==> config.mk <==
export PLATFORM = sky130hd
export DESIGN_NAME = numeric_type_converter_top_flat
export DESIGN_NICKNAME = d
export VERILOG_FILES = /design/src/hw/rtl/ntc_pkg.sv /design/src/hw/rtl/ntc_if.sv /design/src/hw/rtl/ntc_datapath.sv /design/src/hw/rtl/numeric_type_converter_top.sv /design/src/flat_wrapper.sv
export SDC_FILE = /design/constraint.sdc
export NUM_CORES = 2
export LEC_CHECK = 0
export ABC_CLOCK_PERIOD_IN_PS = 9800
export BUFFER_PORTS_ARGS = -buffer_cell sky130_fd_sc_hd__buf_2
export CAP_MARGIN = 10
export CORE_MARGIN = 2
export CORE_UTILIZATION = 35
export CTS_CLUSTER_DIAMETER = 40
export DETAILED_ROUTE_END_ITERATION = 10
export GPL_TIMING_DRIVEN = 0
export HOLD_SLACK_MARGIN = 0.06
export SLEW_MARGIN = 20
export SYNTH_ARGS = -nofsm -noshare
export SYNTH_HDL_FRONTEND = slang
export SYNTH_SLANG_ARGS = --single-unit
==> constraint.sdc <==
create_clock -name clk -period 9.8 [get_ports clk]
set_input_delay 0.49 -clock clk [delete_from_list [all_inputs] [get_ports clk]]
set_output_delay 0.49 -clock clk [all_outputs]
set_load 0.1 [all_outputs]
==> src/hw/rtl/ntc_pkg.sv <==
// ----------------------------------------------------------------------------
// ntc_pkg
// Type codes, pipeline stage records and helpers for the numeric type converter.
// ----------------------------------------------------------------------------
package ntc_pkg;

    localparam logic [2:0] TY_I8  = 3'd0;
    localparam logic [2:0] TY_I16 = 3'd1;
    localparam logic [2:0] TY_I32 = 3'd2;
    localparam logic [2:0] TY_I64 = 3'd3;
    localparam logic [2:0] TY_F32 = 3'd4;
    localparam logic [2:0] TY_F64 = 3'd5;

    localparam int NUM_STAGES = 5;

    // operation class carried down the pipe
    localparam logic [1:0] OP_RAW = 2'd0;  // result already final in res
    localparam logic [1:0] OP_TOF = 2'd1;  // finite nonzero value to float
    localparam logic [1:0] OP_TOI = 2'd2;  // float to integer

    typedef struct packed {
        logic [1:0]         op;
        logic               flag;
        logic               written;
        logic [63:0]        res;
        logic               sign;
        logic               inf;
        logic [63:0]        mag;
        logic signed [12:0] exp;
        logic [2:0]         dst;
    } ntc_s1_t;

    typedef struct packed {
        ntc_s1_t    base;
        logic [5:0] lz;
    } ntc_s2_t;

    typedef struct packed {
        logic [1:0]         op;
        logic               flag;
        logic               written;
        logic [63:0]        res;
        logic               sign;
        logic               inf;
        logic [63:0]        norm;
        logic signed [12:0] ex;
        logic [2:0]         dst;
    } ntc_s3_t;

    typedef struct packed {
        logic [1:0]  op;
        logic        flag;
        logic        written;
        logic [63:0] res;
        logic        sign;
        logic [63:0] kept;
        logic        guard;
        logic        sticky;
        logic [10:0] ebias;
        logic        ovf;
        logic        big;
        logic [2:0]  dst;
    } ntc_s4_t;

    typedef struct packed {
        logic [63:0] res;
        logic        written;
        logic        flag;
    } ntc_out_t;

    function automatic logic [63:0] width_mask(input logic [2:0] t);
        logic [63:0] m;
        case (t)
            TY_I8:   m = 64'h0000_0000_0000_00ff;
            TY_I16:  m = 64'h0000_0000_0000_ffff;
            TY_I32:  m = 64'h0000_0000_ffff_ffff;
            TY_F32:  m = 64'h0000_0000_ffff_ffff;
            default: m = '1;
        endcase
        return m;
    endfunction

    function automatic logic [63:0] sign_ext(input logic [2:0] t, input logic [63:0] v);
        logic [63:0] r;
        case (t)
            TY_I8:   r = {{56{v[7]}}, v[7:0]};
            TY_I16:  r = {{48{v[15]}}, v[15:0]};
            TY_I32:  r = {{32{v[31]}}, v[31:0]};
            default: r = v;
        endcase
        return r;
    endfunction

    function automatic logic [5:0] lead_zeros(input logic [63:0] v);
        logic [5:0] n;
        n = 6'd0;
        for (int i = 0; i < 64; i++)
        begin
            if (v[i])
            begin
                n = 6'(63 - i);
            end
        end
        return n;
    endfunction

endpackage

==> src/hw/rtl/ntc_if.sv <==
// ----------------------------------------------------------------------------
// ntc_req_if / ntc_rsp_if
// Valid/ready channels carrying conversion requests and results.
// ----------------------------------------------------------------------------
interface ntc_req_if;
    logic        valid;
    logic        ready;
    logic [2:0]  func;
    logic [2:0]  target_type;
    logic [63:0] source_bits;

    modport source (output valid, func, target_type, source_bits, input ready);
    modport sink   (input valid, func, target_type, source_bits, output ready);
endinterface

interface ntc_rsp_if;
    logic        valid;
    logic        ready;
    logic [63:0] result_bits;
    logic        written;
    logic        range_flag;

    modport source (output valid, result_bits, written, range_flag, input ready);
    modport sink   (input valid, result_bits, written, range_flag, output ready);
endinterface

==> src/hw/rtl/ntc_datapath.sv <==
// ----------------------------------------------------------------------------
// ntc_datapath
// Five register stages: decode, leading-zero count, normalize, align, round/pack.
// ----------------------------------------------------------------------------
module ntc_datapath
(
    input  logic                          clk,
    input  logic [ntc_pkg::NUM_STAGES-1:0] load,
    input  logic [2:0]                    func,
    input  logic [2:0]                    target_type,
    input  logic [63:0]                   source_bits,
    output ntc_pkg::ntc_out_t             result
);
    import ntc_pkg::*;

    ntc_s1_t  s1_reg, s1_next;
    ntc_s2_t  s2_reg, s2_next;
    ntc_s3_t  s3_reg, s3_next;
    ntc_s4_t  s4_reg, s4_next;
    ntc_out_t s5_reg, s5_next;

    // ---------------- stage 1: decode ----------------
    always_comb
    begin
        logic [63:0] v;
        logic        is32;
        logic        fs;
        logic [10:0] fe;
        logic [51:0] ff;
        logic        f_nan;
        logic        f_inf;
        logic        f_zero;
        logic [63:0] nan_pat;
        logic [63:0] inf_pat;
        logic [63:0] zero_pat;

        v    = sign_ext(func, source_bits);
        is32 = (func == TY_F32);
        if (is32)
        begin
            fs = source_bits[31];
            fe = {3'b0, source_bits[30:23]};
            ff = {29'b0, source_bits[22:0]};
            f_nan  = (source_bits[30:23] == 8'hff) && (source_bits[22:0] != 23'b0);
            f_inf  = (source_bits[30:23] == 8'hff) && (source_bits[22:0] == 23'b0);
        end
        else
        begin
            fs = source_bits[63];
            fe = source_bits[62:52];
            ff = source_bits[51:0];
            f_nan  = (fe == 11'h7ff) && (ff != 52'b0);
            f_inf  = (fe == 11'h7ff) && (ff == 52'b0);
        end
        f_zero = (fe == 11'b0) && (ff == 52'b0);

        // patterns in the target format (cross float conversion only)
        if (target_type == TY_F64)
        begin
            nan_pat  = {fs, 11'h7ff, 1'b1, source_bits[21:0], 29'b0};
            inf_pat  = {fs, 11'h7ff, 52'b0};
            zero_pat = {fs, 63'b0};
        end
        else
        begin
            nan_pat  = {32'b0, fs, 8'hff, 1'b1, source_bits[50:29]};
            inf_pat  = {32'b0, fs, 8'hff, 23'b0};
            zero_pat = {32'b0, fs, 31'b0};
        end

        s1_next         = '0;
        s1_next.dst     = target_type;
        s1_next.op      = OP_RAW;
        s1_next.written = (func <= TY_F64) && (target_type <= TY_F64);

        if (!s1_next.written)
        begin
            s1_next.res = '0;
        end
        else if (func <= TY_I64)
        begin
            s1_next.sign = v[63];
            s1_next.mag  = v[63] ? (~v + 64'd1) : v;
            s1_next.exp  = 13'sd0;
            if (target_type <= TY_I64)
            begin
                s1_next.res = v & width_mask(target_type);
            end
            else if (v != 64'b0)
            begin
                s1_next.op = OP_TOF;
            end
        end
        else
        begin
            s1_next.sign = fs;
            s1_next.inf  = f_inf;
            if (is32)
            begin
                s1_next.mag = {40'b0, (fe != 11'b0), ff[22:0]};
                s1_next.exp = $signed({2'b0, (fe == 11'b0) ? 11'd1 : fe}) - 13'sd150;
            end
            else
            begin
                s1_next.mag = {11'b0, (fe != 11'b0), ff};
                s1_next.exp = $signed({2'b0, (fe == 11'b0) ? 11'd1 : fe}) - 13'sd1075;
            end

            if (target_type <= TY_I64)
            begin
                if (f_nan)
                begin
                    s1_next.flag = 1'b1;
                end
                else if (!f_zero)
                begin
                    s1_next.op = OP_TOI;
                end
            end
            else if (target_type == func)
            begin
                s1_next.res = source_bits & width_mask(target_type);
            end
            else if (f_nan)
            begin
                s1_next.res = nan_pat;
            end
            else if (f_inf)
            begin
                s1_next.res = inf_pat;
            end
            else if (f_zero)
            begin
                s1_next.res = zero_pat;
            end
            else
            begin
                s1_next.op = OP_TOF;
            end
        end
    end

    // ---------------- stage 2: leading zeros ----------------
    always_comb
    begin
        s2_next.base = s1_reg;
        s2_next.lz   = lead_zeros(s1_reg.mag);
    end

    // ---------------- stage 3: normalize, msb at bit 63 ----------------
    always_comb
    begin
        s3_next.op      = s2_reg.base.op;
        s3_next.flag    = s2_reg.base.flag;
        s3_next.written = s2_reg.base.written;
        s3_next.res     = s2_reg.base.res;
        s3_next.sign    = s2_reg.base.sign;
        s3_next.inf     = s2_reg.base.inf;
        s3_next.dst     = s2_reg.base.dst;
        s3_next.norm    = s2_reg.base.mag << s2_reg.lz;
        s3_next.ex      = s2_reg.base.exp + 13'sd63 - $signed({7'b0, s2_reg.lz});
    end

    // ---------------- stage 4: align to target ----------------
    always_comb
    begin
        logic signed [12:0] emin;
        logic signed [12:0] emax;
        logic signed [12:0] bias_m1;
        logic [6:0]         base_sh;
        logic signed [12:0] den;
        logic [6:0]         sh;
        logic [127:0]       wide;
        logic signed [12:0] eb;

        if (s3_reg.dst == TY_F32)
        begin
            emin    = -13'sd126;
            emax    = 13'sd127;
            bias_m1 = 13'sd126;
            base_sh = 7'd40;
        end
        else
        begin
            emin    = -13'sd1022;
            emax    = 13'sd1023;
            bias_m1 = 13'sd1022;
            base_sh = 7'd11;
        end

        den = emin - s3_reg.ex;
        if (den > 13'sd80)
        begin
            sh = 7'd127;
        end
        else if (den > 13'sd0)
        begin
            sh = base_sh + den[6:0];
        end
        else
        begin
            sh = base_sh;
        end
        wide = {s3_reg.norm, 64'b0} >> sh;
        eb   = s3_reg.ex + bias_m1;

        s4_next         = '0;
        s4_next.op      = s3_reg.op;
        s4_next.flag    = s3_reg.flag;
        s4_next.written = s3_reg.written;
        s4_next.res     = s3_reg.res;
        s4_next.sign    = s3_reg.sign;
        s4_next.dst     = s3_reg.dst;

        if (s3_reg.op == OP_TOI)
        begin
            s4_next.big = s3_reg.inf || (s3_reg.ex > 13'sd63);
            if (s3_reg.ex < 13'sd0)
            begin
                s4_next.kept = '0;
            end
            else
            begin
                s4_next.kept = s3_reg.norm >> (6'd63 - s3_reg.ex[5:0]);
            end
        end
        else
        begin
            s4_next.kept   = wide[127:64];
            s4_next.guard  = wide[63];
            s4_next.sticky = |wide[62:0];
            s4_next.ebias  = (den > 13'sd0) ? 11'd0 : eb[10:0];
            s4_next.ovf    = s3_reg.ex > emax;
        end
    end

    // ---------------- stage 5: round, pack, saturate ----------------
    always_comb
    begin
        logic        inc;
        logic [31:0] p32;
        logic [63:0] p64;
        logic [63:0] lim;
        logic        sat;
        logic [63:0] ival;

        inc = s4_reg.guard & (s4_reg.sticky | s4_reg.kept[0]);
        p32 = {1'b0, s4_reg.ebias[7:0], 23'b0} + s4_reg.kept[31:0] + {31'b0, inc};
        p64 = {1'b0, s4_reg.ebias, 52'b0} + s4_reg.kept + {63'b0, inc};

        case (s4_reg.dst)
            TY_I8:   lim = 64'd1 << 7;
            TY_I16:  lim = 64'd1 << 15;
            TY_I32:  lim = 64'd1 << 31;
            default: lim = 64'd1 << 63;
        endcase
        sat  = s4_reg.big || (s4_reg.sign ? (s4_reg.kept > lim) : (s4_reg.kept >= lim));
        if (sat)
        begin
            ival = s4_reg.sign ? lim : (lim - 64'd1);
        end
        else
        begin
            ival = s4_reg.sign ? (~s4_reg.kept + 64'd1) : s4_reg.kept;
        end

        s5_next.written = s4_reg.written;
        s5_next.flag    = s4_reg.flag;
        case (s4_reg.op)
            OP_TOI:
            begin
                s5_next.res  = ival & width_mask(s4_reg.dst);
                s5_next.flag = sat;
            end
            OP_TOF:
            begin
                if (s4_reg.dst == TY_F32)
                begin
                    s5_next.res = s4_reg.ovf ? {32'b0, s4_reg.sign, 8'hff, 23'b0}
                                             : {32'b0, s4_reg.sign, p32[30:0]};
                end
                else
                begin
                    s5_next.res = s4_reg.ovf ? {s4_reg.sign, 11'h7ff, 52'b0}
                                             : {s4_reg.sign, p64[62:0]};
                end
            end
            default:
            begin
                s5_next.res = s4_reg.res;
            end
        endcase
    end

    always_ff @(posedge clk)
    begin
        if (load[0])
        begin
            s1_reg <= s1_next;
        end
        if (load[1])
        begin
            s2_reg <= s2_next;
        end
        if (load[2])
        begin
            s3_reg <= s3_next;
        end
        if (load[3])
        begin
            s4_reg <= s4_next;
        end
        if (load[4])
        begin
            s5_reg <= s5_next;
        end
    end

    assign result = s5_reg;

endmodule

==> src/hw/rtl/numeric_type_converter_top.sv <==
// ----------------------------------------------------------------------------
// numeric_type_converter_top
// Converts one value per beat between int8/16/32/64, single and double.
// ----------------------------------------------------------------------------
// One request beat enters per clock unless a stalled output has filled the pipe;
// decode, leading-zero count, normalize, align and round/pack each take one
// register stage. A stalled output only holds the stages that are full, so
// empty stages keep absorbing new beats until the pipe is completely full.
module numeric_type_converter_top
(
    input  logic      clk,
    input  logic      rst_n,
    ntc_req_if.sink   req,
    ntc_rsp_if.source rsp
);
    import ntc_pkg::*;

    logic [NUM_STAGES-1:0] valid_reg, valid_next;
    logic [NUM_STAGES-1:0] load;
    ntc_out_t              result;

    // a stage loads when it is empty or its content moves on
    always_comb
    begin
        load[NUM_STAGES-1] = !valid_reg[NUM_STAGES-1] || rsp.ready;
        for (int i = NUM_STAGES - 2; i >= 0; i--)
        begin
            load[i] = !valid_reg[i] || load[i+1];
        end
        valid_next = valid_reg;
        if (load[0])
        begin
            valid_next[0] = req.valid;
        end
        for (int i = 1; i < NUM_STAGES; i++)
        begin
            if (load[i])
            begin
                valid_next[i] = valid_reg[i-1];
            end
        end
    end

    always_ff @(posedge clk or negedge rst_n)
    begin
        if (!rst_n)
        begin
            valid_reg <= '0;
        end
        else
        begin
            valid_reg <= valid_next;
        end
    end

    ntc_datapath u_datapath
    (
        .clk         (clk),
        .load        (load),
        .func        (req.func),
        .target_type (req.target_type),
        .source_bits (req.source_bits),
        .result      (result)
    );

    assign req.ready       = load[0];
    assign rsp.valid       = valid_reg[NUM_STAGES-1];
    assign rsp.result_bits = result.res;
    assign rsp.written     = result.written;
    assign rsp.range_flag  = result.flag;

endmodule
==> src/flat_wrapper.sv <==
// flat-port wrapper written by rule: the top's interface ports become plain ports
module numeric_type_converter_top_flat import ntc_pkg::*;
  (clk, rst_n, req_valid, req_func, req_target_type, req_source_bits, req_ready, rsp_valid, rsp_result_bits, rsp_written, rsp_range_flag, rsp_ready);
  ntc_req_if req_i ();
  ntc_rsp_if rsp_i ();
  input  logic clk;
  input  logic rst_n;
  input wire logic [$bits(req_i.valid)-1:0] req_valid;
  input wire logic [$bits(req_i.func)-1:0] req_func;
  input wire logic [$bits(req_i.target_type)-1:0] req_target_type;
  input wire logic [$bits(req_i.source_bits)-1:0] req_source_bits;
  output wire logic [$bits(req_i.ready)-1:0] req_ready;
  output wire logic [$bits(rsp_i.valid)-1:0] rsp_valid;
  output wire logic [$bits(rsp_i.result_bits)-1:0] rsp_result_bits;
  output wire logic [$bits(rsp_i.written)-1:0] rsp_written;
  output wire logic [$bits(rsp_i.range_flag)-1:0] rsp_range_flag;
  input wire logic [$bits(rsp_i.ready)-1:0] rsp_ready;
  assign req_i.valid = req_valid;
  assign req_i.func = req_func;
  assign req_i.target_type = req_target_type;
  assign req_i.source_bits = req_source_bits;
  assign req_ready = req_i.ready;
  assign rsp_valid = rsp_i.valid;
  assign rsp_result_bits = rsp_i.result_bits;
  assign rsp_written = rsp_i.written;
  assign rsp_range_flag = rsp_i.range_flag;
  assign rsp_i.ready = rsp_ready;
  numeric_type_converter_top u_core (.clk(clk), .rst_n(rst_n), .req(req_i), .rsp(rsp_i));
endmodule
Word-level counts from Yosys, hierarchy flattened
Cells that the tools add are included.
W data, S select, Z words.

operators by class
  $mul = 0
  equality and inequality tests = 17
  multiplexer cells = 122
  reduce and logical (&&, ||, !) cells = 40
  magnitude comparators = 11
  div/mod/pow operators = 0
  add/sub/neg operators = 15
  bitwise operators = 9
  shifts and indexed selects = 3

operators by type and width
  kind                     count
  $mux W64                 24
  $pmux W64 S3             4
  $mux W6                  33
  $and A64 B64 Y64         3
  $add A64 B1 Y64 const B  2
  $not A64 Y64             2
  $pmux W64 S2             1
  $shr A128 B7 Y128        1
  $logic_not A52 Y1        2
  $mux W5                  16
  $mux W77                 1
  $mux W66                 1
  $mux W65                 1
  $ge A64 B64 Y1           1
  $gt A64 B64 Y1           1
  $reduce_bool A64 Y1      1
  $shl A64 B6 Y64          1
  $shr A64 B6 Y64          1
  $sub A64 B1 Y64 const B  1
  $add A63 B1 Y63          1
  $add A63 B63 Y63         1
  $mux W63                 1
  $reduce_or A63 Y1        1
  $mux W52                 1
  other kinds (51)         115

storage, ports and cells
  memories kept = 0
  bits in registers = 678
  bits in writable memories = 0
  memory bits (read-only) = 0
  latch bits = 0
  output and inout port bits = 68
  input port bits = 74
  word-level logic and storage cells = 270

Longest topological paths before layout
  word-level depth = 63
  depth in mapped cells = 27
  mapped depth without buffers = 20

By module
Synthesis repeated with hierarchy kept, for this count alone.

second synthesis, totals
  cell total of the unflattened synthesis = 5175
  area total of the unflattened synthesis = 47438.0 um^2

by module, submodules not included
  module                      sequential area each (um^2)  times used  area an instance (um^2)  cells an instance
  ntc_datapath                20149.3                      1           47230.3                  5158
  numeric_type_converter_top  125.1                        1           207.7                    17

Worst setup path after synthesis
Ideal clock, no wire load.

  path type = register to register
  from = register u_core.valid_reg[4]
  to = register u_core.u_datapath.s1_reg[0] in the netlist's numbering (enable)
  setup time = 1.461 ns
  slack = -0.976 ns
  cell stages (with the launch flop) = 5
  arrival = 9.315 ns
  data required time = 8.339 ns
  clock period less this slack = 10.776 ns
  cells stage by stage = dfrtp_1 > nor2b_1 > nand4_1 > inv_1 > nand2_1

between the ends
  word-level cells in the longest chain between the ends = 6

RTL lines
  what                              RTL line                          source
  from (decl)                       numeric_type_converter_top.sv:18  logic [NUM_STAGES-1:0] valid_reg, valid_next;
  from (signal assigned)            numeric_type_converter_top.sv:52  valid_reg <= valid_next;
  $logic_not A1 Y1                  numeric_type_converter_top.sv:25  load[NUM_STAGES-1] = !valid_reg[NUM_STAGES-1] || rsp.ready;
  $logic_or A1 B1 Y1                numeric_type_converter_top.sv:25
  $logic_or A1 B1 Y1 (3 in series)  numeric_type_converter_top.sv:28  load[i] = !valid_reg[i] || load[i+1];
  net u_core.load[1]                numeric_type_converter_top.sv:19  logic [NUM_STAGES-1:0] load;
  $logic_or A1 B1 Y1                numeric_type_converter_top.sv:28
  net req_ready                     flat_wrapper.sv:12                output wire logic [$bits(req_i.ready)-1:0] req_ready;
  to (signal assigned)              ntc_datapath.sv:299               s1_reg <= s1_next;
  to (decl)                         ntc_datapath.sv:16                ntc_s1_t s1_reg, s1_next;

The timed path passes the listed nets, and every way through them passes these cells.
A chain may end at the register's enable or synchronous reset.

Worst setup path after layout
  from = register u_core.u_datapath.s3_reg[3] in the netlist's numbering
  to = register u_core.u_datapath.s4_reg[16] in the netlist's numbering, data pin

between the ends
  word-level cells in the longest chain between the ends = 6

RTL lines
  what                                                   RTL line                                  source
  from (decl)                                            ntc_datapath.sv:18                        ntc_s3_t s3_reg, s3_next;
  from (signal assigned)                                 ntc_datapath.sv:307                       s3_reg <= s3_next;
  $sub A11 B13 Y13 (*)                                   ntc_datapath.sv:191                       den = emin - s3_reg.ex;
  $gt A13 B1 Y1 / $add A7 B7 Y7 (equally long branches)  ntc_datapath.sv:196, ntc_datapath.sv:198
  $mux W7                                                ntc_datapath.sv:196                       else if (den > 13'sd0)
  $mux W7 (*)                                            ntc_datapath.sv:192                       if (den > 13'sd80)
  $shr A128 B7 Y128 (*)                                  ntc_datapath.sv:204                       wide = {s3_reg.norm, 64'b0} >> sh;
  $reduce_or A63 Y1 (*)                                  ntc_datapath.sv:231                       s4_next.sticky = |wide[62:0];
  to (signal assigned)                                   ntc_datapath.sv:311                       s4_reg <= s4_next;
  to (decl)                                              ntc_datapath.sv:19                        ntc_s4_t s4_reg, s4_next;

Mark *: on every way between the ends. The rest lies on a longest branch, timed or not.

==> results_dict.tcl <==
set metrics [dict create \
    status "completed" \
    root_buffer "clkbuf_16" \
    synth_area_leaders "edfxtp_1, mux2i_1, nand2_1, a21oi_1, nor2_1" \
    cts_tree "done" \
    grt_first_pass_wirelength_um 295000 \
    clock_latency_ns 0.66 \
    cts.sinks 676 \
    finalCritPeriodShare_pct 97.0 \
    grt_pass1_vias 41551 \
    cp.arrival_ns 9.90 \
    postRouteAntennaNets 0 \
    ys_ff_latch 676 \
    track_usage_pct 29.0 \
    synthCells 5089 \
    final_common_cell "edfxtp_1" \
    critical_path_class "flop to flop" \
    synth.largest_area_cell "edfxtp_1" \
    antenna_found_initial 0 \
    wire_per_inst_um 28.9 \
    cts_setup_buffers 0 \
    cts_buffers 85 \
    setup_viol 0 \
    io_buffers 118 \
    timing.setup.tns_ns 0 \
    syn_area_um2 47300 \
    layout.nets 5469 \
    clockBufferDepth 3 \
    fin_skew_ns 0.0498 \
    drtIter0Drc 6740 \
    startpoint_type "flop" \
    slew_violations 0 \
    maxSlewHeadroom_pct 20.2 \
    grt_max_degree 91 \
    n_antenna_cell 0 \
    cts_max_level 3 \
    routed_via_density 6.25 \
    crit_required_ns 10.20 \
    layout_common_cells "edfxtp_1, nand2_1, nor2_1" \
    gp_congestion 1.05 \
    power_per_cell_area_nw_per_um2 390 \
    synth_edf_count 671 \
    die-area_um2 138000 \
    dp_hpwl_um 163000 \
    layout_min_cycle_time_ns 9.50 \
    io_pins 142 \
    core-area_um2 134000 \
    max_slew.worst_pin.slew_ns 1.19 \
    cts.clk_slew.worst_paths_ns 0.06 \
    ir_drop_uv 328 \
    critPathMaxFanout 10 \
    initial_core_util_pct 35.3 \
    drc_errors 0 \
    rsz0062_at_grt "false" \
    async_flop_share_pct 0.740 \
    drtPass1Iterations 6 \
    die_h_um 372 \
    syn_to_final_growth_pct 13.5 \
    final-seq-area_um2 20300 \
    yosysTopAreaCellShare_pct 42.6 \
    die_w_um 372 \
    syn_area_per_cell_um2 9.29 \
    clock.fmax_mhz 105 \
    dp.cells 7001 \
    synth.distinct_cells 105 \
    largest_reg_flops 155 \
    yosys_warnings 0 \
    grt_overflow 0 \
    leakagePower_nw 19.8 \
    row_count 134 \
    synth_fp_nets 5236 \
    final_cells 7162 \
    vias 44736 \
    yosysSeqAreaShare_pct 42.9 \
    fillCellCount 13435 \
    holdWs_ns 0.136 \
    synth_ff_type "edfxtp_1" \
    drive_above_1_share_pct 10.1 \
    multi_input_area_um2 25000 \
    hold_class "input pin to flop" \
    max_cap_viol_count 0 \
    hold_viol_final 0 \
    endpoint_kind "flop" \
    wl_um 207000 \
]
## report_power, final
part | total, mW | internal (mW) | switching (mW)
Sequential | 5.20 | 4.25 | 0.950
Combinational | 12.4 | 3.59 | 8.83
Clock | 3.31 | 2.03 | 1.29
## layout make-up
| type | instances | share of cell area, % |
|---|---|---|
| Clock inverter | 67 | 1.70 |
| Buffer | 409 | 3.14 |
| Clock buffer | 92 | 4.05 |
| Tap cell | 1768 | 4.12 |
| Inverter | 125 | 0.879 |
| Multi-Input combinational cell | 3879 | 46.5 |
| Timing Repair Buffer | 146 | 1.82 |
| Sequential cell | 676 | 37.8 |
## synth_stat cells (56+ instances only)
| cell | count |
|---|---|
| nor2_1 | 572 |
| o22ai_1 | 93 |
| a21oi_1 | 444 |
| nor3_1 | 107 |
| o22a_1 | 56 |
| edfxtp_1 | 671 |
| ha_1 | 71 |
| a31oi_1 | 62 |
| xnor2_1 | 83 |
| nand2_1 | 611 |
| inv_1 | 116 |
| mux4_2 | 87 |
| a211oi_1 | 76 |
| clkbuf_1 | 303 |
| xor2_1 | 66 |
| o21ai_0 | 328 |
| mux2i_1 | 274 |
| nand3_1 | 105 |
## layer usage
metal	part of all wire, %	up-vias	global-route usage, %
li1	-	19598	-
met1	41	21644	40.2
met2	43	2934	44.2
met3	10	560	5.66
met4	4.9	0	12.0
met5	0	-	0
## critical path: stages (launching register included)
cell	delay [ns]
edfxtp_1	0.47
buf_1	0.60
buf_1	0.66
inv_1	0.12
clkbuf_1	0.28
clkbuf_1	0.35
ha_1	0.40
inv_1	0.06
fa_1	0.60
clkbuf_1	0.46
clkinv_1	0.38
nor3_2	0.63
nand2_1	0.33
a211oi_1	0.79
nor2_1	0.19
mux2i_2	0.77
o21a_1	0.43
nand4_1	0.25
o21ai_0	0.42
nand4_1	0.14
nor4_1	0.44
a31oi_1	0.15
o31a_1	0.28
## stage by stage
| stage | utilization (%) | setup WS (ns) | total power, mW | area (µm²) |
|---|---|---|---|---|
| floorplan | - | 0.682 | 12.4 | 47300 |
| global placement | 37.4 | -2.07 | 17.1 | 50100 |
| detailed placement | 37.8 | 0.440 | 17.0 | 50600 |
| CTS | 40.1 | 0.412 | 20.4 | 53700 |
| global route | 40.1 | 0.128 | 21.6 | 53700 |
| finish | 40.1 | 0.299 | 20.9 | 53700 |
## final timing paths
check,slack [ns],depth (start not counted),startpoint,end
hold reg to reg,0.41,0,u_core.u_datapath.s1_reg[103],u_core.u_datapath.s2_reg[109]
max in group asynchronous,9.48,2,rst_n,u_core.valid_reg[1]
setup reg to reg,0.30,22,u_core.u_datapath.s3_reg[3],u_core.u_datapath.s4_reg[16]
setup / recovery,0.30,22,u_core.u_datapath.s3_reg[3],u_core.u_datapath.s4_reg[16]
hold / removal,0.14,1,req_target_type[1],u_core.u_datapath.s1_reg[1]
min in group asynchronous,0.19,2,rst_n,u_core.valid_reg[2]
## kinds of logic (layout without fill, tap and decap cells)
group	count (synthesis)	count (layout)	share of synthesized area (%)
simple gates	1754	1754	16.7
compound gates	1491	1491	20.0
flops	676	676	42.9
buf+inv	534	839	4.56
mux	411	411	11.2
xor+xnor	149	149	2.76
fa+ha+maj	74	74	1.98
## timing repair
item / CTS / global route
hold buffers: 2 / 0
gates resized for setup: 0 / 1
hold endpoints to repair: 6 / 0
endpoints found under the setup margin: 0 / 1
(Power assumes the default switching activity.)
